**config.mk**
```make
export PLATFORM = sky130hd
export DESIGN_NAME = rau_div
export DESIGN_NICKNAME = d
export VERILOG_FILES = /design/src/rtl/rau_pkg.sv /design/src/rtl/rau_div.sv
export SDC_FILE = /design/constraint.sdc
export NUM_CORES = 1
export LEC_CHECK = 0
export ABC_AREA = 1
export ABC_CLOCK_PERIOD_IN_PS = 3300
export BUFFER_PORTS_ARGS = -buffer_cell sky130_fd_sc_hd__buf_2
export CORE_MARGIN = 1.5
export CORE_UTILIZATION = 55
export CTS_BUF_LIST = sky130_fd_sc_hd__clkbuf_16
export CTS_CLUSTER_DIAMETER = 80
export DETAILED_ROUTE_END_ITERATION = 16
export PLACE_DENSITY = 0.78
export SKIP_LAST_GASP = 1
export SLEW_MARGIN = 5
export SYNTH_ARGS = -nofsm -noshare
export SYNTH_HDL_FRONTEND = slang
export SYNTH_SLANG_ARGS = --single-unit
```
**constraint.sdc**
```tcl
create_clock -name clk -period 3.3 [get_ports clk]
set_input_delay 0.66 -clock clk [delete_from_list [all_inputs] [get_ports clk]]
set_output_delay 0.66 -clock clk [all_outputs]
set_load 0.05 [all_outputs]
```
**src/rtl/rau_pkg.sv**
```systemverilog
package rau_pkg;

	localparam int VALUE_WIDTH_DEF = 32;
	localparam int MAG_W = 32;
	localparam int PROD_W = 64;

	localparam logic [3:0] OP_RED = 4'd0;
	localparam logic [3:0] OP_ADD = 4'd1;
	localparam logic [3:0] OP_SUB = 4'd2;
	localparam logic [3:0] OP_MUL = 4'd3;
	localparam logic [3:0] OP_DIV = 4'd4;
	localparam logic [3:0] OP_CMP = 4'd5;
	localparam logic [3:0] OP_NEG = 4'd6;
	localparam logic [3:0] OP_INV = 4'd7;
	localparam logic [3:0] OP_POW = 4'd8;

	localparam logic [1:0] ST_OK = 2'd0;
	localparam logic [1:0] ST_ZERO = 2'd1;
	localparam logic [1:0] ST_OVF = 2'd2;

	localparam logic [1:0] CMP_LT = 2'd0;
	localparam logic [1:0] CMP_EQ = 2'd1;
	localparam logic [1:0] CMP_GT = 2'd2;

endpackage

```
**src/rtl/rau_div.sv**
```systemverilog
module rau_div import rau_pkg::*; #(
	parameter int W = PROD_W
) (
	input  logic         clk,
	input  logic         arst_n,
	input  logic         start,
	input  logic [W-1:0] dividend,
	input  logic [W-1:0] divisor,
	output logic         done,
	output logic [W-1:0] quotient
);

	localparam int CW = $clog2(W);

	logic          busy_q;
	logic          done_q;
	logic [CW-1:0] cnt_q;
	logic [W:0]    rem_q;
	logic [W-1:0]  dq_q;
	logic [W-1:0]  dvs_q;
	logic [W:0]    rem_sh;
	logic          fits;

	assign rem_sh = {rem_q[W-1:0], dq_q[W-1]};
	assign fits = (rem_sh >= {1'b0, dvs_q});

	always_ff @(posedge clk or negedge arst_n) begin
		if (!arst_n) begin
			busy_q <= 1'b0;
			done_q <= 1'b0;
			cnt_q <= '0;
		end else if (start) begin
			busy_q <= 1'b1;
			done_q <= 1'b0;
			cnt_q <= '0;
		end else if (busy_q) begin
			cnt_q <= cnt_q + 1'b1;
			if (cnt_q == CW'(W - 1)) begin
				busy_q <= 1'b0;
				done_q <= 1'b1;
			end
		end else begin
			done_q <= 1'b0;
		end
	end

	always_ff @(posedge clk) begin
		if (start) begin
			rem_q <= '0;
			dq_q <= dividend;
			dvs_q <= divisor;
		end else if (busy_q) begin
			rem_q <= fits ? (rem_sh - {1'b0, dvs_q}) : rem_sh;
			dq_q <= {dq_q[W-2:0], fits};
		end
	end

	assign done = done_q;
	assign quotient = dq_q;

	a_start_idle: assert property (@(posedge clk) disable iff (!arst_n)
		start |-> !busy_q) else $error("divider started while busy");
	a_done_pulse: assert property (@(posedge clk) disable iff (!arst_n)
		done_q |=> !done_q) else $error("divider done held");
	a_busy_ends: assert property (@(posedge clk) disable iff (!arst_n)
		busy_q && !start |=> busy_q || done_q) else $error("divider lost its item");

endmodule

```
==> results.md, run 1 <==
- The number of standard cells in the final layout excluding fillers is about 2700.
- Sorting the synthesized cells by area gives the leading types as edfxtp_1, nand2_1, inv_1, dfxtp_1, ha_1.
- Setup slack on the worst reg-to-reg path comes out at around 0.33 ns.
- The residual antenna-violating net count after detailed routing is 0.
- The final count of hold timing violations is 0.
- The total global routing track utilization is 0.341.
- During synthesis, Yosys emitted a total of 0 warnings.
- The logic depth of the worst register-to-register path is 15.
- The H-tree generated during clock tree synthesis spans 4 levels.
- In the routed layout, each cell is associated on average with a via count of 5.22.
- For this design, the CTS-stage hold fixing added 0 buffers.
- From left edge to right edge, the die measures 164 microns.
- The die covers 27000 sq um.
- The most common flop cell mapped by yosys is edfxtp_1.
- The max-cap violation count is 0.
- The clock tree skew after final layout is 0.0221 ns.
- The first global-routing pass estimated 69.5 mm of wire.
- TritonCTS built the clock tree.
- In this run the critical register-to-register path is captured at rem_q[16]$_SDFFE_PP0P_.
- The signal on the critical path passes through inv_1, ha_1, nand2_1, inv_1, nand2_1, nand2_1, a21oi_1, nand2_1, nand2_1, nand2_1, nor2_4, buf_4, nand3_2, nand3_1, o21ai_0.
- Across all layers, the routed design uses roughly 14000 vias.
- The final non-filler cell area is 16200 sq um.
- The clock period could shrink to roughly 3.0 ns.
- The cell area that synthesis handed to floorplanning was 14300 sq um.
- Setup repair after global routing left no endpoint under its margin.
- For this run, the post-layout net count is 2551.
- The synthesized netlist cell count is around 2200.
- The buffer count from post-CTS setup fixing is 0.
- The number of ports placed on the die boundary is 196.
- The initial core utilization is 0.564.
- The actual transition at the worst max-transition pin is 0.832 ns.
- The number of library cell types mapped by synthesis is 39.
- For this run, the register share of the synthesized area comes to 0.373.
- The flow ran to the end, and the final reports show no timing, DRC or antenna violations.
- In this run, CTS created clock tree buffers numbering 17.
- The sum of negative setup slack is 0 ns.
- The area overhead of the layout relative to synthesis is 13.3%.
- The number of endpoints failing setup at the final stage is 0.
- Once placement finished, the instance area stood at approximately 16000 sq um.
- The kind of path behind the tightest hold check is input port to async pin.
- The fraction of final layout cells sized beyond drive strength 1 is 0.127.
- Post-CTS repair changed the size of 0 cells.
- The die is 164 microns tall.
- The estimated wirelength of the detail-placed design is 35.1 mm.
- The number of diodes added for antenna fixing is 0.
- The filler cells instantiated in the layout total around 2400.
- The final routed wirelength across all metal layers is around 45 mm.
- The leakage power figure is 9.15 nW.
- Of all nets on the critical path, the largest fanout is 31.
- STA classifies the critical path startpoint as a flip-flop.
- For this run, the slowest stage of the critical path takes 0.46 ns.
- The biggest area consumer among synthesized cells is edfxtp_1.
- In this run the critical register-to-register path is launched from dvs_q[48]$_DFFE_PP_.
- The type of the setup path with the least slack is flip-flop to flip-flop.
- The total area inside the core boundary comes to 25300 sq um.
- The count of clock tree sinks is 200.
- The element type at the critical path end is a flip-flop.
- Entering global routing, the biggest net connects about 120 pins.
- Global routing finished with a remaining overflow of 0.
- At the end of routability-driven placement, the weighted congestion stood at about 1.0.
- The area share of the largest cell type after synthesis is 0.269.
- The initialized floorplan defines between 50 and 60 standard-cell rows.
- The max-slew violation count is 0.
- Counting flops with a built-in enable in the synthesized netlist gives approximately 130.
- Input and output buffers added on the ports amount to 195.
- The routed wire length per instance is 16.7 microns.
- When the netlist entered floorplanning its net count stood at roughly 2400.
- Static timing analysis puts the maximum clock frequency at between 300 and 400 MHz.
- The post-synthesis sequential element count is 200.
- The power density over the cells is 386 nW/um^2.
- The number of global-route vias before repair came to approximately 13000.
- The source-to-sink clock delay at the later pin of the worst-skew pair is ~0.47 ns.
- The share of synthesized flip-flops with an asynchronous set or reset is 0.0400.
- In this design, the critical path's most frequently occurring cell is nand2_1.
- The worst slew slack as a fraction of its limit is 0.445.
- The library cell used most frequently in the layout, excluding fill and tap cells, is nand2_1.
- The required time of the critical path is ~3.6 ns.
- The critical path data arrival time is 3.29 ns.
- The clock tree root buffer cell is clkbuf_16.
- Overall power consumption after layout is estimated at 0.00625 W.
- For this design, the slowest cell found on the critical path is buf_4.
- Clock-pin slew was measured on the worst setup and hold paths at around 0.09 ns.
- The worst-case clock buffer depth is 2.
- In the layout the commonest cells are nand2_1, inv_1, buf_2.
- The number of placed cells counting well taps is roughly 2700.
- The detailed-routing iteration count for the pre-antenna-repair pass is 5.
- The average size of a mapped cell is 6.57 sq um.
- The number of remaining DRC errors is 0.
- The initial antenna violation count was 2.
- Dividing the final minimum period by the clock period gives 0.901.
- For this block, the initial DRC count from the detailed router was around 1500.
- The worst hold-check slack is between 0.02 and 0.03 ns.
- IR analysis of the VDD net gives a maximum drop of 0.000344 V.
[how the worst max path moves through the flow]
stage | startpoint | to | depth (start not counted)
after floorplan | start | quotient[0]$_DFFE_PP_ | 4
after global placement | dvs_q[48]$_DFFE_PP_ | rem_q[16]$_SDFFE_PP0P_ | 15
after detailed placement | dvs_q[48]$_DFFE_PP_ | rem_q[16]$_SDFFE_PP0P_ | 15
after CTS | dvs_q[48]$_DFFE_PP_ | rem_q[16]$_SDFFE_PP0P_ | 15
after global routing | dvs_q[48]$_DFFE_PP_ | rem_q[16]$_SDFFE_PP0P_ | 15
final | dvs_q[48]$_DFFE_PP_ | rem_q[16]$_SDFFE_PP0P_ | 15
[per-stage QoR]
stage / utilization / worst slack (ns)
finish: 0.639 / 0.328
global route: 0.639 / 0.118
CTS: 0.639 / 0.390
detailed placement: 0.614 / 0.398
global placement: 0.614 / 0.436
floorplan: - / 0.755
[state kept, by name (all words and copies together), names as in the netlist]
name      count
busy_q        1
cnt_q         6
done          1
dvs_q        64
quotient     64
rem_q        64
[worst max-delay path, delay by kind of cell, from the launching register on]
family | cells | cell delay [ns]
adders and majority gates | 1 | 0.37
DFF | 1 | 0.34
AOI/OAI and AO/OA | 2 | 0.42
buffers and inverters | 3 | 0.55
and+or+nand+nor | 9 | 1.11
[layout make-up]
cell class / instances / area, sq um / area share
Tap cell: 330 / 413 / 0.0255
Inverter: 444 / 1670 / 0.103
Clock buffer: 17 / 425 / 0.0263
Clock inverter: 15 / 200 / 0.0124
Multi-Input combinational cell: 1483 / 7030 / 0.434
Timing Repair Buffer: 208 / 1130 / 0.0696
Sequential cell: 200 / 5330 / 0.329
[per-layer routing]
| layer | part of all wire | vias to the layer above | GRT usage | wire length (microns) |
|---|---|---|---|---|
| li1 | - | 6992 | - | - |
| met1 | 0.44 | 6376 | 0.460 | 19700 |
| met2 | 0.46 | 623 | 0.575 | 20700 |
| met3 | 0.083 | 72 | 0.0518 | 3760 |
| met4 | 0.020 | 4 | 0.0806 | 890 |
| met5 | 0.00055 | - | 0 | 25 |
[where the power goes]
part           leakage (nW)  internal [W]  switching (W)
Sequential             1.95       0.00282      0.0000693
Combinational          6.89      0.000302       0.000745
Clock                 0.303       0.00106        0.00125
Total                  9.15       0.00419        0.00207
[Yosys cell counts, types with 5 or more instances]
master      n
o21ai_0    32
clkinv_1    5
buf_6       8
nor3_1     10
dfrtp_1     8
ha_1       65
o21bai_1   13
inv_1     418
a21oi_1    46
buf_2      10
nor2_2      8
nand4_1    18
nor2_1    117
nand2_1   920
buf_4       6
nand2_2     8
nand3_1   136
clkbuf_1   22
xnor2_1    28
inv_2      21
nand3b_1   36
o21ai_1    11
edfxtp_1  128
nand3_2    11
dfxtp_1    64
[cell families after synthesis]
group                    share of synthesized area
AO/OA/AOI/OAI                               0.0419
buffers and inverters                        0.136
adder cells (fa/ha/maj)                     0.0583
XOR/XNOR                                    0.0190
AND/OR/NAND/NOR                              0.372
flip-flops                                   0.373
No activity file was read; power rests on OpenSTA's default activity.
==> run 2: changes to the inputs <==
- ABC_AREA: 1 -> default
- PLACE_DENSITY: 0.78 -> 0.79
==> run 2 against run 1 <==
Net effect: synthesized area down 16%; power is 78% higher; utilization increased by 3.4 points; via count fell by 30%; cell count down 38%; global-route usage fell by 7.9 points; critical path type unchanged; sequential share of layout area increased by 4.5 points; highest routed layer unchanged; flip-flop and latch count unchanged; setup slack got worse by 0.23 ns; fmax is 7.2% lower; synthesized cell count is 45% lower.
==> results.md, run 2 <==
- The most common flop cell mapped by yosys is edfxtp_1.
- The total of warnings raised by yosys is 0 (unchanged).
- The initial core utilization is 0.564 (about the same).
- The total net switching power is 0.00456 W (+120%).
- The critical path data arrival time came to 3.54 ns (+0.25 ns).
- The weighted congestion reported at the end of routability-driven placement is 0.916 (-8.8%).
- Setup repair after global routing could not meet its margin everywhere.
- The worst-case clock buffer depth is 2 (unchanged).
- The fraction of power consumed by sequential logic came to 0.315 (-0.148).
- STA classifies the critical path endpoint as a flip-flop.
- The achievable frequency is 312 MHz (-7.2%).
- The clock tree from TritonCTS is built.
- The post-synthesis sequential element count is 200 (unchanged).
- The register-to-register setup slack is 0.1 ns (-0.23 ns).
- The worst slew slack as a fraction of its limit is 0.550 (+0.106).
- The number of ports placed on the die boundary is 196 (unchanged).
- The footprint of the flip-flops and latches was 5330 sq um (about the same).
- The clock edge transition at the registers on the reported setup and hold paths is 0.09 ns (about the same).
- The combined area of the multi-input logic cells came to 6160 sq um (-12%).
- By area the synthesized netlist is led by edfxtp_1, dfxtp_1, ha_1, mux2_2, a21oi_1.
- The source-to-sink clock delay at the later pin of the worst-skew pair is 0.46 ns (about the same).
- The clock tree skew after final layout was 0.0219 ns (-0.000199 ns).
- The initial antenna violation count was 1 (-1).
- The type of the setup path with the least slack is flip-flop to flip-flop.
- The average size of a mapped cell is 9.96 sq um (+52%).
- The netlist area before placement is 11900 sq um (-16%).
- The library cell with the highest instance count after synthesis is nor2_1.
- The number of endpoints failing setup at the final stage came to 0 (unchanged).
- The total global routing track utilization was 0.262 (-0.0790).
- The width of the chip is 150 microns (-8.4%).
- The global-route wire length before repair came to 46.5 mm (-33%).
- The share of synthesized flip-flops with an asynchronous set or reset is 0.0400 (unchanged).
- The estimated wirelength of the detail-placed design is 21.8 mm (-38%).
- The number of flops mapped to enable cells by yosys is 128 (unchanged).
- The count of buffers from port buffering came to 195 (unchanged).
- The maximum level of the CTS H-tree is 4 (unchanged).
- The sum of negative setup slack is 0 ns (unchanged).
- The number of standard cells in the final layout excluding fillers was 1685 (-38%).
- The max-slew violation count is 0 (unchanged).
- The sequential share of the synthesized area is 0.446 (+0.0732).
- The number of global-route vias before repair is 9349 (-30%).
- The total overflow reported by the global router is 0 (unchanged).
- The number of filler cells placed in the layout is 1646 (-31%).
- The number of placed cells counting well taps was 1646 (-38%).
- The number of library cell types mapped by synthesis is 71 (+82%).
- The leakage power figure is 6.44 nW (-30%).
- The source of the critical timing path is dvs_q[8]$_DFFE_PP_.
- The fraction of final layout cells sized beyond drive strength 1 is 0.270 (+0.142).
- The residual antenna-violating net count after detailed routing is 0 (unchanged).
- The area share of the largest cell type after synthesis came to 0.322 (+0.0529).
- The peak supply drop was 0.000389 V (+13%).
- The routed wire length per instance is 17.7 microns (+5.9%).
- The shortest clock period the worst path allows after layout came to 3.20 ns (+0.232 ns).
- The capture point of the worst reg-to-reg path is rem_q[30]$_SDFFE_PP0P_.
- The synthesized netlist cell count is 1199 (-45%).
- The min-delay analysis places its worst path in the category input port to async pin.
- The clock network fraction of total power is 0.194 (-0.176).
- The final count of hold timing violations is 0 (unchanged).
- The final routed wirelength across all metal layers was 29.8 mm (-34%).
- The number of diodes added for antenna fixing is 0 (unchanged).
- The area of the die is 22600 sq um (-16%).
- The final cell utilization of the core is 0.673 (+0.0338).
- The cell area reported after detailed placement is 13400 sq um (-14%).
- The final non-filler cell area is 14200 sq um (-12%).
- The max-cap violation count is 0 (unchanged).
- Leaving out fill and tap cells, the most frequent cell in the layout is buf_2.
- The proportion of total power due to net switching was 0.409 (+0.0787).
- The power consumption is 0.0111 W (+78%).
- The flow ran to the end, and the final reports show no timing, DRC or antenna violations.
- The internal power contribution is 0.00659 W (+57%).
- The number of rows in the core area is 53 (-8.6%).
- The required time of the critical path is 3.63 ns (about the same).
- The relative contribution of combinational cells to total power came to 0.491 (+0.324).
- The critical register-to-register path startpoint is dvs_q[8]$_DFFE_PP_.
- The logic depth of the worst register-to-register path is 13 (-2).
- The number of remaining DRC errors is 0 (unchanged).
- Of all cell types, the one taking the most synthesized area is edfxtp_1.
- The mean number of vias per cell came to 5.81 (+11%).
- The post-route clock period utilization came to 0.971 (+0.0704).
- Sorting the synthesized cells by how often they occur yields nor2_1, edfxtp_1, a21oi_1, inv_1, mux2_2.
- The worst setup path is launched from a flip-flop.
- The actual transition at the worst max-transition pin is 0.674 ns (-0.157 ns).
- In the layout the commonest cells are buf_2, nor2_1, edfxtp_1.
- The count of hold-fix buffers inserted at cts is 0 (unchanged).
- The power density over the cells is 783 nW/um^2 (+100%).
- Clock tree synthesis selected as its root buffer the cell clkbuf_16.
- The largest net degree at the start of global routing came to 93 (-24%).
- The count of nets after finishing came to 1594 (-38%).
- The detailed-routing iteration count for the pre-antenna-repair pass came to 5 (unchanged).
- The number of buffers created by CTS came to 17 (unchanged).
- The core area is 21200 sq um (-16%).
- The count of clock tree sinks is 200 (unchanged).
- The net count after synthesis is 1396 (-41%).
- Relative to the synthesized area, the layout overhead comes to 19.2%.
- The die boundary height is 150 microns (-8.4%).
- The top fanout value on the critical path is 5 (-84%).
- The first-iteration detailed-routing DRC count is 676 (-55%).
- The via total after detailed routing is 9791 (-30%).
## run 2: power by group through the flow
stage	clock network [W]	logic [W]	registers (W)
after floorplan	0	0.00358	0.00377
after global placement	0	0.00500	0.00353
after detailed placement	0	0.00509	0.00354
after CTS	0.00220	0.00514	0.00350
after global routing	0.00228	0.00597	0.00357
final	0.00216	0.00547	0.00351
## run 2: metal layers
metal / global-route usage / wire [microns] / up-vias
met5: 0 / 7 / -
met4: 0.106 / 838 / 2
met3: 0.0655 / 1950 / 49
met2: 0.425 / 14000 / 312
met1: 0.336 / 13000 / 4634
li1: - / - / 4794
## run 2: worst max-delay path: stages, from the launching register on
cell	delay (ns)
edfxtp_1	0.37
inv_1	0.10
ha_4	0.22
a21oi_1	0.21
nor2_1	0.10
o311ai_2	0.31
a311o_1	0.31
nand4_1	0.14
a21o_1	0.23
a41oi_4	0.33
clkbuf_16	0.23
mux2_2	0.32
mux2i_1	0.14
nor2_1	0.05
## run 2: cell type report
type	instances	share of cell area
multi-input combinational	850	0.433
sequential	200	0.374
timing repair buffer	241	0.102
clock buffer	17	0.0299
tap	275	0.0242
inverter	87	0.0229
clock inverter	15	0.0136
## run 2: worst max-delay path by stage
stage | cells past startpoint | to
after CTS | 14 | rem_q[42]$_SDFFE_PP0P_
after floorplan | 13 | rem_q[40]$_SDFFE_PP0P_
final | 13 | rem_q[30]$_SDFFE_PP0P_
after global placement | 13 | rem_q[40]$_SDFFE_PP0P_
after global routing | 13 | rem_q[30]$_SDFFE_PP0P_
after detailed placement | 13 | rem_q[40]$_SDFFE_PP0P_
## run 2: stage by stage
step,hold WS (ns),setup WS (ns)
3_5_place_dp,0.498,-0.0380
2_1_floorplan,0.364,0.000322
6_report,0.0186,0.0956
4_1_cts,0.00984,0.0203
5_1_grt,0.0198,-0.0603
3_3_place_gp,0.492,0.0497
## run 2: repair_timing
| item | CTS | global route |
|---|---|---|
| pin swaps | 0 | 4 |
| endpoints found under the setup margin | 8 | 60 |
| hold endpoints to repair | 0 | 0 |
| gates resized for setup | 1 | 36 |
| setup buffers | 1 | 4 |
| cloned | 0 | 2 |
## run 2: kinds of logic after synthesis
kind of cell	count (synthesis)	synth area share
AO/OA/AOI/OAI	329	0.184
XOR/XNOR	58	0.0425
adder cells (fa/ha/maj)	66	0.0698
buffers and inverters	149	0.0520
flip-flops	200	0.446
multiplexers	93	0.0850
AND/OR/NAND/NOR	304	0.121
==> run 3: changes to the inputs <==
- CORE_UTILIZATION: 55 -> 30
- PLACE_DENSITY: 0.79 -> 0.49
==> run 3 against run 2 <==
Net effect: die area increased by 81%; sequential power about the same; sequential share of layout area fell by 1.4 points; via count fell by 1.4%; critical endpoint is now rem_q[52]$_SDFFE_PP0P_; largest power group unchanged.
==> results.md, run 3 (synthesized netlist as in run 2, its figures left out) <==
- The register-to-register setup slack came to 0.09 ns (about the same).
- The max-cap violation count is 0 (unchanged).
- The fraction of final layout cells sized beyond drive strength 1 is 0.289 (+0.0193).
- The final count of hold timing violations is 0 (unchanged).
- The area of the die is 41000 sq um (+81%).
- The estimated wirelength of the detail-placed design is 24.0 mm (+9.9%).
- The number of endpoints failing setup at the final stage is 0 (unchanged).
- The number of buffers created by CTS is 17 (unchanged).
- The power consumption came to 0.0113 W (+1.5%).
- The detailed-routing iteration count for the pre-antenna-repair pass came to 5 (unchanged).
- The logic depth of the worst register-to-register path is 14 (+1).
- The worst setup path is captured at a flip-flop.
- The actual transition at the worst max-transition pin is 0.958 ns (+0.284 ns).
- The critical register-to-register path startpoint is dvs_q[30]$_DFFE_PP_.
- The achievable frequency came to 312 MHz (about the same).
- The total overflow reported by the global router is 0 (unchanged).
- The number of rows in the core area is 72 (+36%).
- The footprint of the flip-flops and latches came to 5330 sq um (unchanged).
- The residual antenna-violating net count after detailed routing is 0 (unchanged).
- The run finished with clean final reports.
- The source-to-sink clock delay at the later pin of the worst-skew pair was 0.47 ns (about the same).
- The power density over the cells is 765 nW/um^2 (-2.3%).
- The worst hold-check slack is 0.359 ns (+0.341 ns).
- The max-slew violation count is 0 (unchanged).
- The clock tree skew after final layout is 0.0195 ns (-0.00232 ns).
- The shortest clock period the worst path allows after layout is 3.21 ns (+0.00170 ns).
- The sum of negative setup slack came to 0 ns (unchanged).
- The global-route wire length before repair is 51.5 mm (+11%).
- The worst slew slack as a fraction of its limit is 0.361 (-0.189).
- The post-placement worst setup slack came to -0.142 ns (-0.104 ns).
- The critical path ends at rem_q[52]$_SDFFE_PP0P_.
- The number of filler cells placed in the layout is 3970 (+140%).
- The combined area of the multi-input logic cells is 6280 sq um (+1.9%).
- Clock tree synthesis selected as its root buffer the cell clkbuf_16.
- The count of nets after finishing is 1621 (+1.7%).
- The weighted congestion reported at the end of routability-driven placement is 0.796 (-13%).
- The core area came to 38900 sq um (+84%).
- The kind of path behind the tightest hold check is input port to flip-flop.
- The required time of the critical path is 3.68 ns (+0.05 ns).
- The critical path data arrival time is 3.58 ns (+0.04 ns).
- The source of the critical timing path is dvs_q[30]$_DFFE_PP_.
- The number of placed cells counting well taps was 1914 (+16%).
- The setup path with the least slack is of type flip-flop to flip-flop.
- The initial antenna violation count is 6 (+5).
- The post-route clock period utilization was 0.972 (about the same).
- The count of clock tree sinks is 200 (unchanged).
- The via total after detailed routing came to 9652 (-1.4%).
- The first-iteration detailed-routing DRC count is 599 (-11%).
- The total global routing track utilization is 0.160 (-0.103).
- The clock edge transition at the registers on the reported setup and hold paths was 0.08 ns (about the same).
- The count of buffers from port buffering is 195 (unchanged).
- The top fanout value on the critical path is 8 (+3).
- The capture point of the worst reg-to-reg path is rem_q[52]$_SDFFE_PP0P_.
- The peak supply drop is 0.000407 V (+4.7%).
- The largest net degree at the start of global routing is 133 (+43%).
- The number of standard cells in the final layout excluding fillers is 1958 (+16%).
- TritonCTS built the clock tree.
- The width of the chip is 203 microns (+35%).
- The library cell used most frequently in the layout, excluding fill and tap cells, is buf_2.
- The final routed wirelength across all metal layers is 32.9 mm (+10%).
- The worst-case clock buffer depth is 2 (unchanged).
- The leakage power figure was 6.55 nW (+1.8%).
- The final worst slack is 0.0939 ns (-0.00170 ns).
- The area overhead of the layout relative to synthesis is 23.9%.
- The die boundary height is 203 microns (+35%).
- The top cell types in the final layout, fill and taps aside, are buf_2, nor2_1, edfxtp_1.
- The number of remaining DRC errors was 0 (unchanged).
- The mean number of vias per cell is 4.93 (-15%).
- The number of ports placed on the die boundary was 196 (unchanged).
- The maximum level of the CTS H-tree is 4 (unchanged).
- STA classifies the critical path startpoint as a flip-flop.
- Setup repair after global routing could not meet its margin everywhere.
- The number of global-route vias before repair came to 9519 (+1.8%).
- The routed wire length per instance is 16.8 microns (-5.0%).
- The initial core utilization is 0.307 (-0.258).
run 3: changes by cell type in the layout (fill, tap and decap cells not counted), sizes merged:
cell         before  now
buf             239  265
diode             0    3
clkinv            7    8
dlygate4sd3       0    1
inv              95   94
run 3: worst min path at each step:
stage,from,to,slack (ns),cells past startpoint
2_1_floorplan,arst_n,busy_q$_DFF_PN0_,0.36,0
3_3_place_gp,rem_q[1]$_SDFFE_PP0P_,rem_q[1]$_SDFFE_PP0P_,0.48,2
3_5_place_dp,rem_q[1]$_SDFFE_PP0P_,rem_q[1]$_SDFFE_PP0P_,0.49,2
4_1_cts,divisor[0],dvs_q[0]$_DFFE_PP_,0.32,1
5_1_grt,divisor[48],dvs_q[48]$_DFFE_PP_,0.33,1
6_report,divisor[47],dvs_q[47]$_DFFE_PP_,0.36,1
run 3: repair_timing:
action | in CTS | in global routing
hold buffers | 1 | 0
endpoints found under the hold margin | 8 | 0
cloned | 0 | 1
setup buffers | 0 | 7
resized for setup | 3 | 54
pin swaps | 0 | 15
setup endpoints to repair | 17 | 62
run 3: area by class of cell:
| class | count | area share |
|---|---|---|
| multi-input combinational | 850 | 0.425 |
| clock buffer | 17 | 0.0288 |
| inverter | 87 | 0.0221 |
| sequential | 200 | 0.360 |
| timing repair buffer | 268 | 0.111 |
| antenna | 3 | 0.000507 |
| tap | 518 | 0.0438 |
| clock inverter | 15 | 0.00913 |
run 3: per-stage QoR:
stage	area [sq um]	util
3_3_place_gp	13900	0.356
4_1_cts	14400	0.371
5_1_grt	14800	0.380
6_report	14800	0.380
2_1_floorplan	11900	-
3_5_place_dp	13900	0.356
run 3: layer usage:
| layer | part of all wire | GRT usage | vias to the layer above |
|---|---|---|---|
| li1 | - | - | 4848 |
| met1 | 0.48 | 0.215 | 4507 |
| met2 | 0.44 | 0.245 | 263 |
| met3 | 0.066 | 0.0483 | 28 |
| met4 | 0.011 | 0.0489 | 6 |
| met5 | 0.0013 | 0 | - |
run 3: critical path, stage by stage (launching register included):
cell      delay (ns)
edfxtp_1        0.34
inv_1           0.06
ha_2            0.38
and4_1          0.25
nand4_1         0.15
nand2b_1        0.19
a311o_1         0.35
nand4_1         0.17
a21o_1          0.19
a41oi_4         0.17
buf_12          0.19
buf_4           0.18
nor2_4          0.19
o21ai_1         0.11
o22ai_1         0.18
run 3: power breakdown:
group	switching [W]	total (W)	leakage (nW)	internal, W
sequential	0.000360	0.00351	1.93	0.00315
combinational	0.00316	0.00571	4.35	0.00255
clock	0.00109	0.00209	0.280	0.000997
